File: src/rtl/mknn_pkg.sv
// ----------------------------------------------------------------------------
// mknn_pkg
// Types and constants shared by the masked k-nearest-neighbor classifier.
// ----------------------------------------------------------------------------
package mknn_pkg;

  localparam int FEAT_W  = 16;
  localparam int LABEL_W = 2;
  localparam int K_W     = 4;
  localparam int MASK_W  = 16;
  localparam int COUNT_W = 16;
  localparam int CFG_W   = 16;

  localparam logic OP_LOAD = 1'b0;
  localparam logic OP_TEST = 1'b1;

  localparam logic REG_K    = 1'b0;
  localparam logic REG_MASK = 1'b1;

  typedef struct packed {
    logic                     operation;
    logic signed [FEAT_W-1:0] feature_value;
    logic [LABEL_W-1:0]       class_label;
    logic                     last_feature;
  } in_t;

  typedef struct packed {
    logic [LABEL_W-1:0] predicted_label;
    logic               correct;
    logic [COUNT_W-1:0] hits;
    logic [COUNT_W-1:0] tested;
  } out_t;

  typedef enum logic [2:0] {
    ST_IDLE,
    ST_WALK,
    ST_DRAIN,
    ST_VOTE,
    ST_PICK,
    ST_DONE
  } state_t;

endpackage

File: src/rtl/mknn_sort.sv
// ----------------------------------------------------------------------------
// mknn_sort
// Sorted row of neighbor slots; each slot keeps its entry, takes the new
// key, or takes its upper neighbor's entry on every insertion.
// ----------------------------------------------------------------------------
module mknn_sort #(
  parameter int K_MAX  = 15,
  parameter int DIST_W = 37
) (
  input  logic                                clk,
  input  logic                                rst,
  input  logic                                clr,
  input  logic                                ins,
  input  logic [DIST_W-1:0]                   ins_dist,
  input  logic [mknn_pkg::LABEL_W-1:0]        ins_label,
  output logic [K_MAX-1:0]                    slot_valid,
  output logic [K_MAX*mknn_pkg::LABEL_W-1:0]  slot_label
);
  import mknn_pkg::*;

  localparam int KEY_W = DIST_W + LABEL_W;

  logic [KEY_W-1:0] key [K_MAX];
  logic [KEY_W-1:0] new_key;
  logic [K_MAX-1:0] less;

  assign new_key = {ins_dist, ins_label};

  always_comb begin
    for (int i = 0; i < K_MAX; i++) begin
      less[i] = !slot_valid[i] || (new_key < key[i]);
      slot_label[i*LABEL_W +: LABEL_W] = key[i][LABEL_W-1:0];
    end
  end

  always_ff @(posedge clk) begin
    if (rst || clr) begin
      slot_valid <= '0;
    end else if (ins) begin
      for (int i = 0; i < K_MAX; i++) begin
        if (less[i]) begin
          if (i > 0 && less[i-1]) begin
            slot_valid[i] <= slot_valid[i-1];
          end else begin
            slot_valid[i] <= 1'b1;
          end
        end
      end
    end
  end

  always_ff @(posedge clk) begin
    if (ins) begin
      for (int i = 0; i < K_MAX; i++) begin
        if (less[i]) begin
          if (i > 0 && less[i-1]) begin
            key[i] <= key[i-1];
          end else begin
            key[i] <= new_key;
          end
        end
      end
    end
  end

endmodule

File: config.mk
export PLATFORM = sky130hd
export DESIGN_NAME = mknn_sort
export DESIGN_NICKNAME = d
export VERILOG_FILES = /design/src/rtl/mknn_pkg.sv /design/src/rtl/mknn_sort.sv
export SDC_FILE = /design/constraint.sdc
export NUM_CORES = 1
export LEC_CHECK = 0
export BUFFER_PORTS_ARGS = -buffer_cell sky130_fd_sc_hd__buf_2
export CAP_MARGIN = 5
export CORE_ASPECT_RATIO = 1.2
export CORE_UTILIZATION = 60
export DETAILED_ROUTE_END_ITERATION = 8
export GPL_ROUTABILITY_DRIVEN = 1
export PLACE_DENSITY_LB_ADDON = 0.08
export RECOVER_POWER = 100
export REMOVE_ABC_BUFFERS = 1
export SLEW_MARGIN = 20
export SYNTH_ARGS = -nofsm -noshare
export SYNTH_HDL_FRONTEND = slang
export SYNTH_SLANG_ARGS = --single-unit
File: constraint.sdc
create_clock -name clk -period 6.1 [get_ports clk]
set_input_delay 1.22 -clock clk [delete_from_list [all_inputs] [get_ports clk]]
set_output_delay 1.22 -clock clk [all_outputs]
set_load 0.01 [all_outputs]
Word level (Yosys, flattened, before mapping)
Memory sizes are Yosys's and may differ from the RTL's.
Cells that the tools add are included.
{"block": "classes", "bitwise_logic": 14, "n_lt_le_gt_ge": 15, "n_reduce_logical": 46, "mux": 142}
{"cell": "$lt A39 B39 Y1", "count": 15}
{"cell": "$mux W39", "count": 14}
{"cell": "$mux W1", "count": 128}
{"cell": "$reduce_and A2 Y1", "count": 15}
{"cell": "$logic_or A1 B1 Y1", "count": 16}
{"cell": "$logic_not A1 Y1", "count": 15}
{"cell": "$or A1 B1 Y1", "count": 14}
{"block": "totals", "output_inout_bits": 45, "word_cells": 233, "inputBits": 43, "n_memories": 1, "register_bits": 15, "ramBits": 585}
{"name": "key", "words": 15, "word_bits": 39, "rd": 15, "rd_ports_with_merged_regs": 0, "wr": 15, "line_no": "mknn_sort.sv:23", "text": "logic [KEY_W-1:0] key [K_MAX];"}

Logic depth before layout (Yosys ltp)
{"block": "depth", "word_depth": 7, "ltp_mapped": 11, "ltp_nobuf": 9}

Worst setup path before layout
OpenSTA, ideal clock, no wires.
{"block": "synth_path", "kind": "input to register", "startpoint": "input ins_dist[2]", "endpoint": "memory key[0][195] (netlist bit), enable pin", "path_slack_ps": 517, "arrival_time_ps": 5097, "setup_time_ps": 486, "path_stages": 7, "t_required_ps": 5614, "path_buffers": 0, "cell_sequence": "ha_1 a21o_1 a211o_1 a41oi_1 o21ai_0 o21a_1 nor3_1"}
{"element": "start: declaration", "line_no": "mknn_sort.sv:14", "text": "input logic [DIST_W-1:0] ins_dist,"}
{"element": "end: declaration", "line_no": "mknn_sort.sv:23"}

==> flow_summary.yaml <==
pwr:
  leakage_nw: 18.66
  finalPower_w: 0.01058
  peakVddDrop_mv: 0.2313
  power_density_mw_per_mm2: 248.3
flow_run:
  cap_violations: 9
cts:
  cts_inserted_buffers: 66
  cts.sinks: 600
  post-cts-setup-buffers: 0
  clk_path_buf_depth: 3
  tritoncts: "done"
  htreeDepth: 3
  clock_latency_ps: 610
  cts_root_buffer: "clkbuf_16"
  cts_resized: 0
  cts.clk_slew.worst_paths_ps: 60
  ctsHoldBuffers: 0
outcome:
  status: "finished, violations left"
  violations: "capacitance limit, slew limit"
yosys:
  synth_simple_gate_area_share_pct: 6.001
  synth_top_family_by_area: "adder cells"
  syn-cell-area_sq_mm: 0.03932
  yosys.cell_types.count: 45
  synth_xor_area_share_pct: 0
  synth_fa_ha_area_share_pct: 18.14
  yosys_warnings: 0
  synth_seq_cells: 600
  ys_seq_area_share_pct: 45.44
  muxShareOfSynthArea_pct: 15.73
  async_flop_share_pct: 0
  syn_area_per_cell_sq_um: 11.50
  syn_inst: 3419
  synth_edf_count: 585
  synth_compound_area_share_pct: 7.309
  ys_dominant_reg_cell: "edfxtp_1"
die:
  ioPinCount: 88
  die_area_sq_mm: 0.06657
  start_util_pct: 60.77
  num_rows: 102
  die_y_um: 282.4
  die_x_um: 235.7
  fp.coreArea_sq_mm: 0.06470
cells_and_area:
  num-fill-cells: 4870
  num-nets-final: 4119
  drive_gt1_share_pct: 19.66
  stdcell_area_sq_mm: 0.04259
  mostFrequentLayoutCell: "inv_1"
  syn2layout_area_growth_pct: 8.311
  antenna_cells: 0
  final_cell_mix: "588 x inv_1, 585 x edfxtp_1, 570 x ha_1, 532 x mux2_2, 276 x a21oi_1"
worst_setup_path:
  crit_fanout: 30
  rr_worst_depth: 10
  start_kind: "input port"
  cp-end-kind: "flip-flop"
  crit_arrival_ps: 5770
  r2r-end: "key[0][78]"
  reg2reg_setup_slack_ps: 2030
  r2r-start: "key[0][72]"
  cp.required_ps: 6460
  critical_path_class: "in -> reg"
worst_hold_path:
  holdPathStages: 2
  hold-path-endpoint: "slot_valid[2]"
  min_path_type: "reg -> reg"
  min_from: "slot_valid[1]"
placement:
  io_buffers: 87
  dp_hpwl_um: 63710
  place.gp.congestion: 0.8634
  dpl_cell_area_sq_mm: 0.04070
timing:
  rsz0062_at_grt: "false"
  slew-limit-headroom_pct: -20.21
  max_slew.worst_pin.slew_ps: 1803
  fin_crit_sh_pct: 88.69
  fmax_mhz: 184.8
  hold-worst-slack_ps: 510.1
  setup_violations: 0
  fin_tns_setup_ps: 0
  slew_viol_final: 305
  hold_violations: 0
  fin_crit_ps: 5410
  clock-skew-final_ps: 22.05
global_route:
  grt_pass1_wl_um: 134500
  grt_max_degree: 41
  track_usage_pct: 25.33
  first_global_vias: 27450
  antenna_found_initial: 1
  gr-total-overflow: 0
detailed_routing:
  wirelength_um: 83220
  post_drt_via_cell_ratio: 5.834
  dr_total_vias: 25600
  wl_per_cell_um: 18.97
  first_pass_iters: 5
  detail-route-antenna-nets: 0
  drc_errors: 0
  drt_iter0_drc: 931
[area by class of cell]
type / instances / area, sq um / share of cell area [%]
Timing Repair Buffer: 151 / 828.3 / 1.945
Inverter: 588 / 2207 / 5.182
Clock inverter: 23 / 207.7 / 0.4876
Clock buffer: 95 / 1887 / 4.430
Sequential cell: 600 / 17870 / 41.95
Tap cell: 832 / 1041 / 2.444
Multi-Input combinational cell: 2099 / 18550 / 43.56
[synth_stat cells, types with 10 or more instances]
master	n	area, sq um
a21o_1	19	142.6
buf_2	27	135.1
ha_1	570	7132
nand3_1	63	315.3
o21ai_0	104	520.5
edfxtp_1	585	17570
nand2b_1	17	106.4
buf_4	33	247.7
inv_1	588	2207
a211oi_1	15	112.6
dfxtp_1	15	300.3
nor2_1	51	191.4
nor2b_1	14	87.58
nand4_1	84	525.5
a221oi_1	14	122.6
nor3_1	19	95.09
mux2_4	10	150.1
clkbuf_1	66	247.7
a21oi_1	277	1386
nand2_1	183	686.9
mux2_2	535	6025
nor4_1	26	162.7
[per-layer routing]
metal	share of wire, %	track usage (%)	vias to the layer above
met5	0	0	-
met1	40	27.57	12470
met2	53	48.43	403
li1	-	-	12540
met4	4.8	13.17	0
met3	2.6	2.713	189
[sequential cells by signal, indices dropped and copies added, names as in the netlist]
signal and count:
key 585, slot_valid 15
[stage by stage]
stage	instances	utilization, %	worst slack (ps)
5_1_grt	4388	65.83	583.8
3_3_place_gp	4270	62.90	840.4
6_report	4388	65.83	690.1
4_1_cts	4388	66.14	1358
3_5_place_dp	4270	62.90	726.2
2_1_floorplan	3287	-	282.0
[logic make-up (layout without fill, tap and decap cells)]
logic type / Yosys count / count (layout)
adder cells (fa/ha/maj): 570 / 570
AND/OR/NAND/NOR: 482 / 482
multiplexers: 546 / 546
flip-flops: 600 / 600
AO/OA/AOI/OAI: 501 / 501
buffers and inverters: 720 / 857
[worst max path at each step]
stage / startpoint / endpoint
2_1_floorplan: ins_dist[19] / key[0][100]
3_3_place_gp: ins_dist[14] / key[1][237]
3_5_place_dp: ins_dist[14] / key[1][234]
4_1_cts: ins_dist[14] / key[1][234]
5_1_grt: ins_dist[19] / key[1][234]
6_report: ins_dist[26] / key[0][78]
[worst max-delay path: stages]
cell and delay [ps]:
clkbuf_1 1130, ha_1 340, nand4_1 140, nor4_1 740, nand3_1 320, o21ai_0 440
o31ai_1 200, nor3_1 260, clkbuf_2 530, mux2_2 400
[power breakdown]
part / leakage [nW] / switching (W) / internal [W] / total, W
Sequential: 5.83 / 0.000137 / 0.00489 / 0.00503
Clock: 1.02 / 0.00165 / 0.00232 / 0.00397
Combinational: 11.8 / 0.000926 / 0.000658 / 0.00158
Note: power is estimated with default switching activity, not from simulation.
